[src/hw/rtl/gmv_pkg.sv]
// Shared constants and types for the Gaussian MAP mean and variance update block.
package gmv_pkg;

    localparam int WORD_WIDTH_DEF = 32;
    localparam int FRAC_BITS_DEF  = 16;

    typedef enum logic [1:0] {
        REG_MEAN_MODE  = 2'd0,
        REG_TWO_PASS   = 2'd1,
        REG_VAR_UPDATE = 2'd2,
        REG_VAR_FLOOR  = 2'd3
    } gmv_reg_e;

    typedef struct packed {
        logic mean_mode;
        logic two_pass;
        logic var_update;
    } gmv_flags_t;

endpackage

[src/hw/rtl/gmv_regs.sv]
// Configuration register file behind the APB-style port.
module gmv_regs
    import gmv_pkg::*;
#(
    parameter int WORD_WIDTH = WORD_WIDTH_DEF,
    parameter int DATA_W     = 32,
    parameter int ADDR_W     = 4
)
(
    input  logic                  clk,
    input  logic                  rst_n,
    input  logic                  psel,
    input  logic                  penable,
    input  logic                  pwrite,
    input  logic [ADDR_W-1:0]     paddr,
    input  logic [DATA_W-1:0]     pwdata,
    output logic [DATA_W-1:0]     prdata,
    output logic                  pready,
    output gmv_flags_t            flags,
    output logic [WORD_WIDTH-1:0] var_floor
);

    localparam int SH = (DATA_W > 32) ? 3 : 2;

    gmv_flags_t            flags_reg;
    logic [WORD_WIDTH-1:0] floor_reg;
    gmv_reg_e              sel;
    logic                  wr;

    assign sel    = gmv_reg_e'(paddr[ADDR_W-1:SH]);
    assign wr     = psel && penable && pwrite;
    assign pready = 1'b1;

    always_ff @(posedge clk or negedge rst_n)
    begin
        if (!rst_n)
        begin
            flags_reg <= '0;
            floor_reg <= WORD_WIDTH'(1);
        end
        else if (wr)
        begin
            unique case (sel)
                REG_MEAN_MODE:  flags_reg.mean_mode  <= pwdata[0];
                REG_TWO_PASS:   flags_reg.two_pass   <= pwdata[0];
                REG_VAR_UPDATE: flags_reg.var_update <= pwdata[0];
                REG_VAR_FLOOR:  floor_reg            <= pwdata[WORD_WIDTH-1:0];
                default:        floor_reg            <= floor_reg;
            endcase
        end
    end

    always_comb
    begin
        prdata = '0;
        unique case (sel)
            REG_MEAN_MODE:  prdata[0] = flags_reg.mean_mode;
            REG_TWO_PASS:   prdata[0] = flags_reg.two_pass;
            REG_VAR_UPDATE: prdata[0] = flags_reg.var_update;
            REG_VAR_FLOOR:  prdata    = DATA_W'(floor_reg);
            default:        prdata    = '0;
        endcase
    end

    assign flags     = flags_reg;
    assign var_floor = floor_reg;

endmodule

[config.mk]
export PLATFORM = sky130hd
export DESIGN_NAME = gmv_regs
export DESIGN_NICKNAME = d
export VERILOG_FILES = /design/src/hw/rtl/gmv_pkg.sv /design/src/hw/rtl/gmv_regs.sv
export SDC_FILE = /design/constraint.sdc
export NUM_CORES = 1
export LEC_CHECK = 0
export ABC_AREA = 1
export BUFFER_PORTS_ARGS = -buffer_cell sky130_fd_sc_hd__buf_4
export CAP_MARGIN = 20
export CELL_PAD_IN_SITES_DETAIL_PLACEMENT = 2
export CELL_PAD_IN_SITES_GLOBAL_PLACEMENT = 2
export CORE_MARGIN = 2
export CORE_UTILIZATION = 23
export DETAILED_ROUTE_END_ITERATION = 12
export HOLD_SLACK_MARGIN = 0.15
export PLACE_DENSITY = 0.87
export SLEW_MARGIN = 30
export SYNTH_ARGS = -nofsm -noshare
export SYNTH_HDL_FRONTEND = slang
export SYNTH_SLANG_ARGS = --single-unit
export TNS_END_PERCENT = 30
[constraint.sdc]
create_clock -name clk -period 1.43 [get_ports clk]
set_clock_uncertainty 0.2 [all_clocks]
set_input_delay 0.286 -clock clk [delete_from_list [all_inputs] [get_ports clk]]
set_output_delay 0.286 -clock clk [all_outputs]
set_load 0.01 [all_outputs]
# == Word level (Yosys, flattened, before mapping) ==
# Index checks and enable logic that the tools add are counted.
# op_classes
add_sub_neg,0
multipliers,0
n_div,0
magnitude_cmp,0
eq_ne,3
shifts,0
mux,2
bitwise,0
n_reduce_logical,7
# op_table
cell,count
$mux 31,1
$reduce_and 2->1,4
$eq 2x2->1 const B,2
$pmux 1 s4,1
$eq 2x1->1 const B,1
$logic_and 1x1->1,2
$logic_not 2->1,1
# totals
ff_bits,35
latchBits,0
ram_bits,0
romBits,0
input_bits,41
out_inout_bits,68
elab_cells,16
n_memories,0

# == Longest topological paths before layout ==
# depth
word_depth,3
depth_mapped,6
mapped_depth_nobuf,5

# == Worst setup path before layout ==
# No wires, ideal clock.
# synth_timing
path_kind,input -> output
from,input paddr[3]
to,output prdata[10]
t_arrival_ns,0.779
t_required_ns,0.944
slack_ns,0.165
path_stages,3
path_buffers,1
cell_sequence,nand2_4 > clkbuf_1 > nor2_1
# synth_between
elab_chain_cells,2
# synth_lines
item,line_no,text
from (decl),gmv_regs.sv:15,"input logic [ADDR_W-1:0] paddr,"
$eq 2x2->1,gmv_regs.sv:56,unique case (sel)
$mux 31,gmv_regs.sv:56,
to (decl),gmv_regs.sv:17,"output logic [DATA_W-1:0] prdata,"
# No other way between the ends.

# == Worst setup path in the final report ==
# layout_timing
from,register floor_reg[0] (netlist: var_floor[0])
to,output prdata[0]
# layout_between
elab_chain_cells,1
# layout_lines
item,line_no,text
from (decl),gmv_regs.sv:26,logic [WORD_WIDTH-1:0] floor_reg;
from (signal assigned),gmv_regs.sv:47,REG_VAR_FLOOR: floor_reg <= pwdata[WORD_WIDTH-1:0];
from (signal assigned),gmv_regs.sv:48,default: floor_reg <= floor_reg;
$pmux 1 s4,gmv_regs.sv:56,
# No other way between the ends.

==> run_results.csv <==
group,metric,value,unit
timing,drv_slew,0,
power,p_total,3.43,mW
timing,setup_tns,-0.581,ns
cts,cts_buffer_depth,2,
worst_setup_path,cp_max_fo,2,
floorplan,rows,31,
cts,tritoncts,"done",
place,portBuffers,105,
worst_setup_path,cp-end-kind,"primary output",
timing,setup_slack,-0.143,ns
route,initialDrtViolationCount,40,
route,wirelength,7670,µm
min_path,hold_class,"primary input to flop",
cts,worstSkewPairLatency,0.28,ns
synth,syn_nets,275,
synth,ys_seq_area_share,50.4,%
route,drc,0,
floorplan,die_h,91.0,µm
worst_setup_path,critPathKind,"flop to primary output",
synth,synthCells,234,
grt,grt_pass1_wl,11800,µm
floorplan,design.die.area,8280,µm²
route,wire_per_inst,15.5,µm
cts,ctsHtreeMaxLevel,2,
synth,syn_area_per_cell,7.44,µm²
route,ant_nets,0,
synth,syn_area,1740,µm²
power,powerDensity,1040,nW/µm²
grt,grtUsageTotal,17.7,%
place,dp_hpwl,4640,µm
worst_setup_path,rrSetupSlack,0.35,ns
run_status,status,"complete, but fails checks",
place,place_congestion,0.667,
power,peakVddDrop,376,µV
synth,synth_seq_cells,35,
cts,cts_made_buffers,5,
route,viasPerCell,4.18,
grt,grt_pass1_vias,2347,
floorplan,start_util,23.9,%
run_status,failed_checks,"negative setup slack",
timing,period_minus_slack,1.57,ns
final_layout,fill_cells,854,
timing,finalHoldViolations,0,
cts,clock_sinks,35,
grt,antenna_found_initial,0,
grt,grt_start_max_net_pins,36,
final_layout,drive_gt1_share,42.4,%
cts,cts-root-buf,"clkbuf_8",
route,num_vias,2063,
run,maxCapViolCount,0,
route,firstDrtPassIters,4,
timing,setup_viol,17,
floorplan,die_w,91.0,µm
floorplan,coreArea,7290,µm²
grt,grt_overflow,0,
synth,synth_cell_type_count,17,
worst_setup_path,startpoint_type,"flop",
timing,rsz0062_at_grt,"true",
final_layout,largest_reg_flops,32,
floorplan,io_pins,109,
final_layout,layout_commonest_cell,"buf_4",
timing,finalCritPeriodShare,110,%
final_layout,area_growth,88.9,%
power,power_leakage,1.83,nW
worst_setup_path,arrival,1.09,ns
timing,clock.fmax,636,MHz
final_layout,nets,434,
final_layout,final_cell_mix,"113 x buf_4, 97 x nand2_1, 34 x dfrtp_1",
cts,clkTransAtPathRegs,0.07,ns
place,dp_slack,-0.0181,ns
worst_setup_path,cp.required,0.94,ns
final_layout,diodes,0,
synth,ys_warn_count,0,
cell families (layout without fill, tap and decap cells):
| group | count (synthesis) | count (layout) | share of synthesized area (%) |
|---|---|---|---|
| and+or+nand+nor | 153 | 153 | 36.7 |
| buffers and inverters | 45 | 205 | 12.7 |
| DFF | 35 | 35 | 50.4 |
| other | 1 | 1 | 0.215 |
report_power, final:
group          internal [mW]  leakage [nW]  switching, mW
clock network          0.342        0.0422          0.360
logic                  0.726          1.34          0.624
registers               1.20         0.442          0.182
total                   2.27          1.83           1.17
Yosys cell counts:
library cell  number  area share [%]
nor2_2             1            0.36
nor2_1            34             7.3
buf_6              5             3.2
nand2_2           11             4.0
nand2_4            1            0.65
nor2_8             1             1.1
dfstp_2            1             1.5
buf_8              1            0.86
clkbuf_1           3            0.65
inv_1             34             7.3
nand3_1            7             2.0
dfrtp_1           34              49
buf_4              1            0.43
inv_2              1            0.22
conb_1             1            0.22
nand4_1            1            0.36
nand2_1           97              21
through the flow:
step | utilization (%) | cells | instance area (µm²) | hold slack, ns
global placement | 36.8 | 436 | 2690 | 0.0773
floorplan | - | 234 | 1740 | -0.210
CTS | 43.8 | 485 | 3200 | 0.157
global route | 45.1 | 493 | 3290 | 0.184
finish | 45.1 | 493 | 3290 | 0.164
detailed placement | 36.8 | 436 | 2690 | 0.0830
final cells by class:
cell class	count	area, µm²	area share (%)
timing repair buffer	162	1400	42.6
sequential	35	877	26.7
multi-input combinational	154	673	20.5
inverter	35	131	3.99
tap	99	124	3.77
clock buffer	7	76.3	2.32
clock inverter	1	5.00	0.152
per-layer routing:
layer	vias to the layer above	routed length, µm	GRT usage (%)
met2	70	4410	36.9
met3	9	363	3.57
li1	985	-	-
met4	0	93	4.55
met5	-	0	0
met1	999	2800	17.4
worst max-delay path: stages (launching register included):
cell,delay [ns]
dfstp_2,0.54
nand3_2,0.05
nand4_1,0.08
buf_4,0.13
path summary, 6_finish.rpt:
check	start	end	depth (start not counted)
max in group asynchronous	rst_n	var_floor[0]$_DFFE_PN1P_	2
setup reg to reg	var_floor[22]$_DFFE_PN0P_	var_floor[22]$_DFFE_PN0P_	4
hold / removal	paddr[3]	flags[1]$_DFFE_PN0P_	4
hold reg to reg	var_floor[29]$_DFFE_PN0P_	var_floor[29]$_DFFE_PN0P_	2
setup / recovery	var_floor[0]$_DFFE_PN1P_	prdata[0]	3
min in group asynchronous	rst_n	flags[1]$_DFFE_PN0P_	2
what timing repair did:
item	4_1_cts	5_1_grt
endpoints found under the setup margin	30	37
gates resized for setup	11	16
setup buffers	8	8
gates cloned	0	0
hold endpoints to repair	70	0
pin swaps	30	5
hold buffers	33	0
Note: power is estimated with default switching activity, not from simulation.
